`config.mk`:
```
export PLATFORM = sky130hd
export DESIGN_NAME = trimmed_mean_loop_current_scaler_unit
export DESIGN_NICKNAME = d
export VERILOG_FILES = /design/src/tmlcs_pkg.sv /design/src/trimmed_mean_loop_current_scaler_unit.sv /design/src/tmlcs_ctrl.sv /design/src/tmlcs_dpath.sv
export SDC_FILE = /design/constraint.sdc
export NUM_CORES = 2
export LEC_CHECK = 0
export ABC_CLOCK_PERIOD_IN_PS = 33200
export BUFFER_PORTS_ARGS = -buffer_cell sky130_fd_sc_hd__buf_2
export CORE_MARGIN = 5
export CORE_UTILIZATION = 50
export DETAILED_ROUTE_END_ITERATION = 8
export MAX_ROUTING_LAYER = met4
export PLACE_DENSITY = 0.7
export SYNTH_ARGS = -nofsm -noshare
export SYNTH_HDL_FRONTEND = slang
export SYNTH_HIERARCHICAL = 1
export SYNTH_SLANG_ARGS = --single-unit
```
`constraint.sdc`:
```
create_clock -name clock -period 33.2 [get_ports clock]
set_clock_uncertainty 0.2 [all_clocks]
set_input_delay 6.64 -clock clock [delete_from_list [all_inputs] [get_ports clock]]
set_output_delay 6.64 -clock clock [all_outputs]
set_load 0.05 [all_outputs]
```
`src/tmlcs_pkg.sv`:
```
package tmlcs_pkg;

   localparam int NUM_CH    = 4;
   localparam int CH_W      = 2;
   localparam int SAMPLE_W  = 12;
   localparam int SUM_W     = 15;
   localparam int ROUNDS    = 6;
   localparam int ROUND_W   = 3;
   localparam int GAIN_W    = 16;
   localparam int CSR_IDX_W = 2;
   localparam int CAF_W     = 11;
   localparam int VAL_W     = 20;
   localparam int CUR_W     = 13;
   localparam int MUL_W     = 22;
   localparam int PROD_W    = 2 * MUL_W;

   // 336000 / (4096*148) reduced: x*2625 >> 7, then / 37
   localparam int SCALE_NUM_RED = 2625;
   localparam int SCALE_SHIFT   = 7;
   localparam int DIV_A         = 37;
   localparam int RECIP_A_SHIFT = 22;
   localparam int RECIP_A       = (1 << RECIP_A_SHIFT) / DIV_A;

   localparam int FLOOR_OFFSET = 400;
   localparam int CAF_MAX      = 1869;

   // divide by 160: >> 5, then / 5
   localparam int GAIN_SHIFT    = 5;
   localparam int DIV_B         = 5;
   localparam int RECIP_B_SHIFT = 24;
   localparam int RECIP_B       = (1 << RECIP_B_SHIFT) / DIV_B;

   typedef enum logic [2:0] {
      STEP_NONE,
      STEP_TRIM,
      STEP_RECIP_A,
      STEP_FIX_A,
      STEP_GAIN,
      STEP_RECIP_B,
      STEP_FIX_B,
      STEP_LOAD
   } step_type;

   typedef struct packed {
      logic            accum;
      logic            clear;
      step_type        step;
      logic [CH_W-1:0] ch;
   } cmd_type;

   typedef struct packed {
      logic [SAMPLE_W-1:0] sample_ch0;
      logic [SAMPLE_W-1:0] sample_ch1;
      logic [SAMPLE_W-1:0] sample_ch2;
      logic [SAMPLE_W-1:0] sample_ch3;
   } req_type;

   typedef struct packed {
      logic [CH_W-1:0]  channel;
      logic [CAF_W-1:0] current_above_floor;
      logic [VAL_W-1:0] scaled_value;
      logic             last;
   } rsp_type;

endpackage

```
`src/trimmed_mean_loop_current_scaler_unit.sv`:
```
// Trimmed-mean 4-20 mA loop current scaler.
//
// req channel: one transaction is one round of four 12-bit samples, one per
// channel. Rounds that do not finish a burst are taken one per cycle and
// only update the per-channel sum, minimum and maximum.
// The round that brings the count to ROUNDS starts a burst: req_stall goes
// high and four rsp transactions follow in channel order, last set on
// channel 3. Each result runs through one shared 22x22 multiplier
// (scale, two reciprocal divides with correction, gain) in the states trim,
// recip A, fix A, gain, recip B, fix B and load. The first result starts
// once the final round is taken, and each further one only once the previous
// result is taken, so one result is in flight at a time. After the last
// result is taken the accumulators clear and req reopens on the next cycle.
// While rsp_stall is high the pending result holds and the sequencer waits.
// csr port: gain registers 0..3, written any cycle with csr_wr_en.
// Reset (synchronous): round count and sums to zero, minimums to 4095,
// maximums to zero, gains to 1, no result pending.
module trimmed_mean_loop_current_scaler_unit (
   input  logic                            clock,
   input  logic                            reset,
   input  logic                            req_valid,
   output logic                            req_stall,
   input  tmlcs_pkg::req_type              req_payload,
   output logic                            rsp_valid,
   input  logic                            rsp_stall,
   output tmlcs_pkg::rsp_type              rsp_payload,
   input  logic                            csr_wr_en,
   input  logic [tmlcs_pkg::CSR_IDX_W-1:0] csr_index,
   input  logic [tmlcs_pkg::GAIN_W-1:0]    csr_wdata
);
   import tmlcs_pkg::*;

   // controller -> datapath commands: accumulate, clear, step, channel
   cmd_type cmd;

   tmlcs_ctrl u_ctrl (
      .clock     (clock),
      .reset     (reset),
      .req_valid (req_valid),
      .req_stall (req_stall),
      .rsp_valid (rsp_valid),
      .rsp_stall (rsp_stall),
      .cmd       (cmd)
   );

   // accumulators, gain registers, shared multiplier, result register
   tmlcs_dpath u_dpath (
      .clock       (clock),
      .reset       (reset),
      .cmd         (cmd),
      .req_payload (req_payload),
      .csr_wr_en   (csr_wr_en),
      .csr_index   (csr_index),
      .csr_wdata   (csr_wdata),
      .rsp_payload (rsp_payload)
   );

endmodule

```
`src/tmlcs_ctrl.sv`:
```
module tmlcs_ctrl (
   input  logic              clock,
   input  logic              reset,
   input  logic              req_valid,
   output logic              req_stall,
   output logic              rsp_valid,
   input  logic              rsp_stall,
   output tmlcs_pkg::cmd_type cmd
);
   import tmlcs_pkg::*;

   typedef enum logic [8:0] {
      ST_IDLE     = 9'b000000001,
      ST_TRIM     = 9'b000000010,
      ST_RECIP_A  = 9'b000000100,
      ST_FIX_A    = 9'b000001000,
      ST_GAIN     = 9'b000010000,
      ST_RECIP_B  = 9'b000100000,
      ST_FIX_B    = 9'b001000000,
      ST_LOAD     = 9'b010000000,
      ST_WAIT     = 9'b100000000
   } state_type;

   state_type           state_ff, state_in;
   logic [CH_W-1:0]     ch_ff, ch_in;
   logic [ROUND_W-1:0]  round_ff, round_in;
   logic                rsp_valid_ff, rsp_valid_in;
   logic                req_take, rsp_take;

   assign req_stall = (state_ff != ST_IDLE);
   assign rsp_valid = rsp_valid_ff;
   assign req_take  = req_valid & ~req_stall;
   assign rsp_take  = rsp_valid_ff & ~rsp_stall;

   always_comb begin
      state_in     = state_ff;
      ch_in        = ch_ff;
      round_in     = round_ff;
      rsp_valid_in = rsp_valid_ff;
      cmd.accum    = 1'b0;
      cmd.clear    = 1'b0;
      cmd.step     = STEP_NONE;
      cmd.ch       = ch_ff;
      unique case (state_ff)
         ST_IDLE: begin
            if (req_take) begin
               cmd.accum = 1'b1;
               if (round_ff == ROUND_W'(ROUNDS - 1)) begin
                  round_in = '0;
                  ch_in    = '0;
                  state_in = ST_TRIM;
               end else begin
                  round_in = round_ff + ROUND_W'(1);
               end
            end
         end
         ST_TRIM: begin
            cmd.step = STEP_TRIM;
            state_in = ST_RECIP_A;
         end
         ST_RECIP_A: begin
            cmd.step = STEP_RECIP_A;
            state_in = ST_FIX_A;
         end
         ST_FIX_A: begin
            cmd.step = STEP_FIX_A;
            state_in = ST_GAIN;
         end
         ST_GAIN: begin
            cmd.step = STEP_GAIN;
            state_in = ST_RECIP_B;
         end
         ST_RECIP_B: begin
            cmd.step = STEP_RECIP_B;
            state_in = ST_FIX_B;
         end
         ST_FIX_B: begin
            cmd.step = STEP_FIX_B;
            state_in = ST_LOAD;
         end
         ST_LOAD: begin
            cmd.step     = STEP_LOAD;
            rsp_valid_in = 1'b1;
            state_in     = ST_WAIT;
         end
         ST_WAIT: begin
            if (rsp_take) begin
               rsp_valid_in = 1'b0;
               if (ch_ff == CH_W'(NUM_CH - 1)) begin
                  cmd.clear = 1'b1;
                  state_in  = ST_IDLE;
               end else begin
                  ch_in    = ch_ff + CH_W'(1);
                  state_in = ST_TRIM;
               end
            end
         end
         default: begin
            state_in = ST_IDLE;
         end
      endcase
   end

   always_ff @(posedge clock) begin
      if (reset) begin
         state_ff     <= ST_IDLE;
         ch_ff        <= '0;
         round_ff     <= '0;
         rsp_valid_ff <= 1'b0;
      end else begin
         state_ff     <= state_in;
         ch_ff        <= ch_in;
         round_ff     <= round_in;
         rsp_valid_ff <= rsp_valid_in;
      end
   end

`ifndef NO_ASSERTIONS
   a_no_accept_during_burst: assert property (@(posedge clock) disable iff (reset)
      !req_stall |-> !rsp_valid)
      else $error("input open while a result is pending");

   a_reopen_after_last: assert property (@(posedge clock) disable iff (reset)
      (rsp_take && ch_ff == CH_W'(NUM_CH - 1)) |=> !req_stall)
      else $error("input not reopened after last result");

   a_round_bound: assert property (@(posedge clock) disable iff (reset)
      round_ff < ROUND_W'(ROUNDS))
      else $error("round count past limit");
`endif

endmodule

```
`src/tmlcs_dpath.sv`:
```
module tmlcs_dpath (
   input  logic                           clock,
   input  logic                           reset,
   input  tmlcs_pkg::cmd_type             cmd,
   input  tmlcs_pkg::req_type             req_payload,
   input  logic                           csr_wr_en,
   input  logic [tmlcs_pkg::CSR_IDX_W-1:0] csr_index,
   input  logic [tmlcs_pkg::GAIN_W-1:0]   csr_wdata,
   output tmlcs_pkg::rsp_type             rsp_payload
);
   import tmlcs_pkg::*;

   logic [SAMPLE_W-1:0] samp [NUM_CH];
   logic [SUM_W-1:0]    sum_ff [NUM_CH];
   logic [SAMPLE_W-1:0] min_ff [NUM_CH];
   logic [SAMPLE_W-1:0] max_ff [NUM_CH];
   logic [GAIN_W-1:0]   gain_ff [NUM_CH];

   logic [PROD_W-1:0]   prod_ff, prod_in;
   logic [MUL_W-1:0]    hold_ff, hold_in;
   logic [VAL_W-1:0]    q_ff, q_in;
   logic [CAF_W-1:0]    caf_ff, caf_in;
   rsp_type             rsp_ff, rsp_in;

   logic [MUL_W-1:0]    mul_a, mul_b;
   logic [SUM_W-1:0]    trim, rest;
   logic [MUL_W-1:0]    rem;
   logic [CUR_W-1:0]    cur;
   logic [CAF_W-1:0]    caf;
   logic [VAL_W-1:0]    val;

   assign samp[0] = req_payload.sample_ch0;
   assign samp[1] = req_payload.sample_ch1;
   assign samp[2] = req_payload.sample_ch2;
   assign samp[3] = req_payload.sample_ch3;

   always_ff @(posedge clock) begin
      if (reset || cmd.clear) begin
         for (int c = 0; c < NUM_CH; c++) begin
            sum_ff[c] <= '0;
            min_ff[c] <= '1;
            max_ff[c] <= '0;
         end
      end else if (cmd.accum) begin
         for (int c = 0; c < NUM_CH; c++) begin
            sum_ff[c] <= sum_ff[c] + SUM_W'(samp[c]);
            if (samp[c] < min_ff[c]) min_ff[c] <= samp[c];
            if (samp[c] > max_ff[c]) max_ff[c] <= samp[c];
         end
      end
   end

   always_ff @(posedge clock) begin
      if (reset) begin
         for (int c = 0; c < NUM_CH; c++) gain_ff[c] <= GAIN_W'(1);
      end else if (csr_wr_en) begin
         gain_ff[csr_index] <= csr_wdata;
      end
   end

   // trimmed sum, clamped
   assign trim = SUM_W'(min_ff[cmd.ch]) + SUM_W'(max_ff[cmd.ch]);
   assign rest = (sum_ff[cmd.ch] >= trim) ? (sum_ff[cmd.ch] - trim) : '0;

   // remainder check for both reciprocal divides
   assign rem = hold_ff - prod_ff[MUL_W-1:0];
   assign cur = CUR_W'(q_ff) + CUR_W'(rem >= MUL_W'(DIV_A));
   assign caf = (cur >= CUR_W'(FLOOR_OFFSET)) ? CAF_W'(cur - CUR_W'(FLOOR_OFFSET)) : '0;
   assign val = q_ff + VAL_W'(rem >= MUL_W'(DIV_B));

   always_comb begin
      mul_a  = '0;
      mul_b  = '0;
      hold_in = hold_ff;
      q_in   = q_ff;
      caf_in = caf_ff;
      rsp_in = rsp_ff;
      unique case (cmd.step)
         STEP_TRIM: begin
            mul_a = MUL_W'(rest >> 2);
            mul_b = MUL_W'(SCALE_NUM_RED);
         end
         STEP_RECIP_A: begin
            hold_in = MUL_W'(prod_ff >> SCALE_SHIFT);
            mul_a   = hold_in;
            mul_b   = MUL_W'(RECIP_A);
         end
         STEP_FIX_A: begin
            q_in  = VAL_W'(prod_ff >> RECIP_A_SHIFT);
            mul_a = MUL_W'(q_in);
            mul_b = MUL_W'(DIV_A);
         end
         STEP_GAIN: begin
            caf_in = caf;
            mul_a  = MUL_W'(caf);
            mul_b  = MUL_W'(gain_ff[cmd.ch]);
         end
         STEP_RECIP_B: begin
            hold_in = MUL_W'(prod_ff >> GAIN_SHIFT);
            mul_a   = hold_in;
            mul_b   = MUL_W'(RECIP_B);
         end
         STEP_FIX_B: begin
            q_in  = VAL_W'(prod_ff >> RECIP_B_SHIFT);
            mul_a = MUL_W'(q_in);
            mul_b = MUL_W'(DIV_B);
         end
         STEP_LOAD: begin
            rsp_in.channel             = cmd.ch;
            rsp_in.current_above_floor = caf_ff;
            rsp_in.scaled_value        = val;
            rsp_in.last                = (cmd.ch == CH_W'(NUM_CH - 1));
         end
         STEP_NONE: begin
         end
         default: begin
         end
      endcase
   end

   assign prod_in = PROD_W'(mul_a) * PROD_W'(mul_b);

   always_ff @(posedge clock) begin
      prod_ff <= prod_in;
      hold_ff <= hold_in;
      q_ff    <= q_in;
      caf_ff  <= caf_in;
      rsp_ff  <= rsp_in;
   end

   assign rsp_payload = rsp_ff;

`ifndef NO_ASSERTIONS
   a_fix_a_range: assert property (@(posedge clock) disable iff (reset)
      (cmd.step == STEP_GAIN) |-> (rem < MUL_W'(2 * DIV_A)))
      else $error("divide by 37 needs more than one correction");

   a_fix_b_range: assert property (@(posedge clock) disable iff (reset)
      (cmd.step == STEP_LOAD) |-> (rem < MUL_W'(2 * DIV_B)))
      else $error("divide by 5 needs more than one correction");

   a_caf_range: assert property (@(posedge clock) disable iff (reset)
      (cmd.step == STEP_GAIN) |-> (caf <= CAF_W'(CAF_MAX)))
      else $error("current above floor out of range");
`endif

endmodule
```
==> results.md <==
* VDD IR-drop max at just over 0.05 mV
* Core area at 73,080 um2
* Worst setup SP type: flip-flop
* Largest net degree at the start of global routing at 61
* Area contributors post-synth: edfxtp_1 (25%), fa_1 (19%), ha_1 (13%)
* Ys Warns at 6
* Post-Place Cell Area at 38,640 um2
* Root buf cell: clkbuf_16
* Fraction of registers with async set/reset at 0%
* Sequential share of the synthesized area at 28.18%
* Final Hold Viols at 0
* Tcrit/Tclk final at slightly above 40%
* Hold depth at 0
* Leak pwr at 19.06 nW
* Multi-input gate area at approximately 23,000 um2
* TritonCTS Buffers at 43
* # IOs at 107
* Postcts setup bufs at 0
* I/O Buffers at 106
* Clock Path Buffers at 3
* Max Fclk at between 70 and 80 MHz
* Max-slew headroom at a little under an eighth
* Worst skew pair latency at 620 ps
* Max cap viols at 0
* Crit path arrival time at 14,000 ps
* #FFs+latches synth at 366
* Dpl hpwl at 85,180 um
* Overall routing resource usage at 27.96%
* Final setup violation count at 0
* Main synth FF type: edfxtp_1
* EDFF count, synth at 307
* Die width at 281.7 um
* CTS tree: yes
* Count of pins over their slew limit at 0
* Top layer used by detailed routing: met4
* Initial core utilization at 50.50%
* Most frequent cells in the layout: inv_1 (720), ha_1 (394), nand2_1 (370)
* H-tree Lvls at 2
* Critical path class: flip-flop to flip-flop
* Row Count at 99
* Metal-1 WL at roughly 43,000 um
* Via count at between 20,000 and 30,000
* Routed WL at 106,800 um
* Worst hold path class: flip-flop to flip-flop
* First-pass GRT wire length at approximately 160,000 um
* Area delta synth->final at 8.706%
* Final Instance Area at between 40,000 and 50,000 um2
* Final min period at about 14,000 ps
* Die area at 79,350 um2
* Share of layout cells above drive strength 1 at 8.421%
* Register Area at around 10,000 um2
* Pwr dens at between 40 and 50 nW/um2
* Global route overflow at 0
* Synth Instances at 3,757
* Worst-margin pin slew at 1325 ps
* Initial DRT Pass Iterations at 6
* Vias in the first global route at 28,428
* Critical Path Most Common Cell: inv_1
* DR DRC count at 0
* Clk slew on worst S/H paths at 60 ps
* Iter 0 DRT Violations at 2,715
* Crit-path slowest cell: o21ai_1
* Post-CTS resize count at 0
* Run status: finished clean
* Mean Syn Cell Area at 9.824 um2
* # clock sinks at 366
* Most common cell after layout, fill and taps aside: inv_1
* Synth area leader: edfxtp_1
* Synth cell types at 85
* Number of hold buffers added after CTS at 0
* Total power at 1.780 mW
* Synthesized area at 36,910 um2
* Met3 WL post-DR at 9684 um
* Wirelength per Cell at 21.99 um
* Antenna Nets Post-Route at 0
* Req. time, crit path at 33,540 ps
* Via-per-instance ratio at 5.757
* Critical Path Sink Type: flip-flop
* Die Y at 281.7 um
* Share of the synthesized area in the top cell type at between 20% and 30%
* Wire length on met2 at about 49,000 um
* Initial antenna violation count at 2
* Final nets at 4,683
* Fill count at 6,513
* Gpl congestion at 1.014
* CP max stage delay at 880 ps
* Setup_tns at 0 ps
* RSZ-0062 raised after global routing: false
* R2R cell count at 50
* Worst-path fanout max at 11
-- cell families after synthesis --
kind of cell	Yosys count	synth area share, %
adder cells (fa/ha/maj)	752	32.78
XOR/XNOR	145	3.441
AO/OA/AOI/OAI	532	9.574
buffers and inverters	832	8.485
flip-flops	366	28.18
AND/OR/NAND/NOR	1068	14.10
multiplexers	60	3.431
other	2	0.02035
-- worst max-delay path, delay by kind of cell, from the launching register on --
kind,cells,cell delay (ps)
xor+xnor,3,610
compound gates,17,4450
flops,1,350
buf+inv,10,600
fa+ha+maj,13,5450
simple gates,7,1920
-- final cells by class --
| class | instances | area share (%) |
|---|---|---|
| diodes | 2 | 0.01247 |
| clock buffers | 54 | 2.913 |
| clock inverters | 26 | 0.7609 |
| inverters | 722 | 6.755 |
| multi-input cells | 2579 | 58.53 |
| flip-flops and latches | 366 | 25.93 |
| well taps | 959 | 2.991 |
| repair buffers | 148 | 2.108 |
-- sequential cells by signal, summed over array words and instances (netlist names) --
signal / count
u_dpath/sum_ff: 60
u_dpath/max_ff: 48
u_dpath/hold_ff: 22
u_dpath/rsp_payload: 34
u_dpath/gain_ff: 64
u_dpath/q_ff: 20
u_ctrl/state_ff: 9
u_ctrl/ch_ff: 2
u_dpath/min_ff: 48
u_ctrl/round_ff: 3
u_ctrl/rsp_valid: 1
u_dpath/prod_ff: 44
u_dpath/caf_ff: 11
-- Yosys cell counts (43+ instances only) --
library cell / instances
inv_1: 720
ha_1: 394
nand2_1: 371
fa_1: 358
edfxtp_1: 307
nor2_1: 223
a21oi_1: 126
and2_1: 102
o21ai_0: 95
clkbuf_1: 92
xnor2_1: 92
a21o_1: 91
nand2b_1: 73
dfxtp_1: 59
mux4_2: 53
xor2_1: 53
nand3_1: 48
nor3_1: 43
-- routing by layer --
| layer | track usage [%] | vias up |
|---|---|---|
| met5 | - | - |
| met4 | 11.71 | 0 |
| met3 | 4.885 | 333 |
| met2 | 43.84 | 1296 |
| met1 | 36.26 | 13655 |
| li1 | - | 12670 |
-- where the power goes --
| group | switching, mW | internal, mW | total, mW |
|---|---|---|---|
| Clock | 0.207 | 0.285 | 0.492 |
| Sequential | 0.0657 | 0.587 | 0.653 |
| Combinational | 0.392 | 0.242 | 0.634 |
-- per-stage QoR --
step / setup slack (ps) / cells / hold slack (ps) / util, %
floorplan: 20080 / 3777 / 200.3 / -
global placement: 19930 / 4774 / 201.7 / 52.87
detailed placement: 19740 / 4774 / 204.5 / 52.87
CTS: 19660 / 4854 / 216.4 / 54.89
global route: 18440 / 4855 / 219.7 / 54.89
finish: 19540 / 4856 / 215.4 / 54.90
-- worst paths after layout --
check,from,to,slack (ps)
hold reg to reg,u_dpath/caf_ff[7],u_dpath/rsp_payload[28],220
setup / recovery,u_dpath/hold_ff[0],u_dpath/prod_ff[43],19540
setup reg to reg,u_dpath/hold_ff[0],u_dpath/prod_ff[43],19540
hold / removal,u_dpath/caf_ff[7],u_dpath/rsp_payload[28],220
Power figures use the tool's default switching activity.
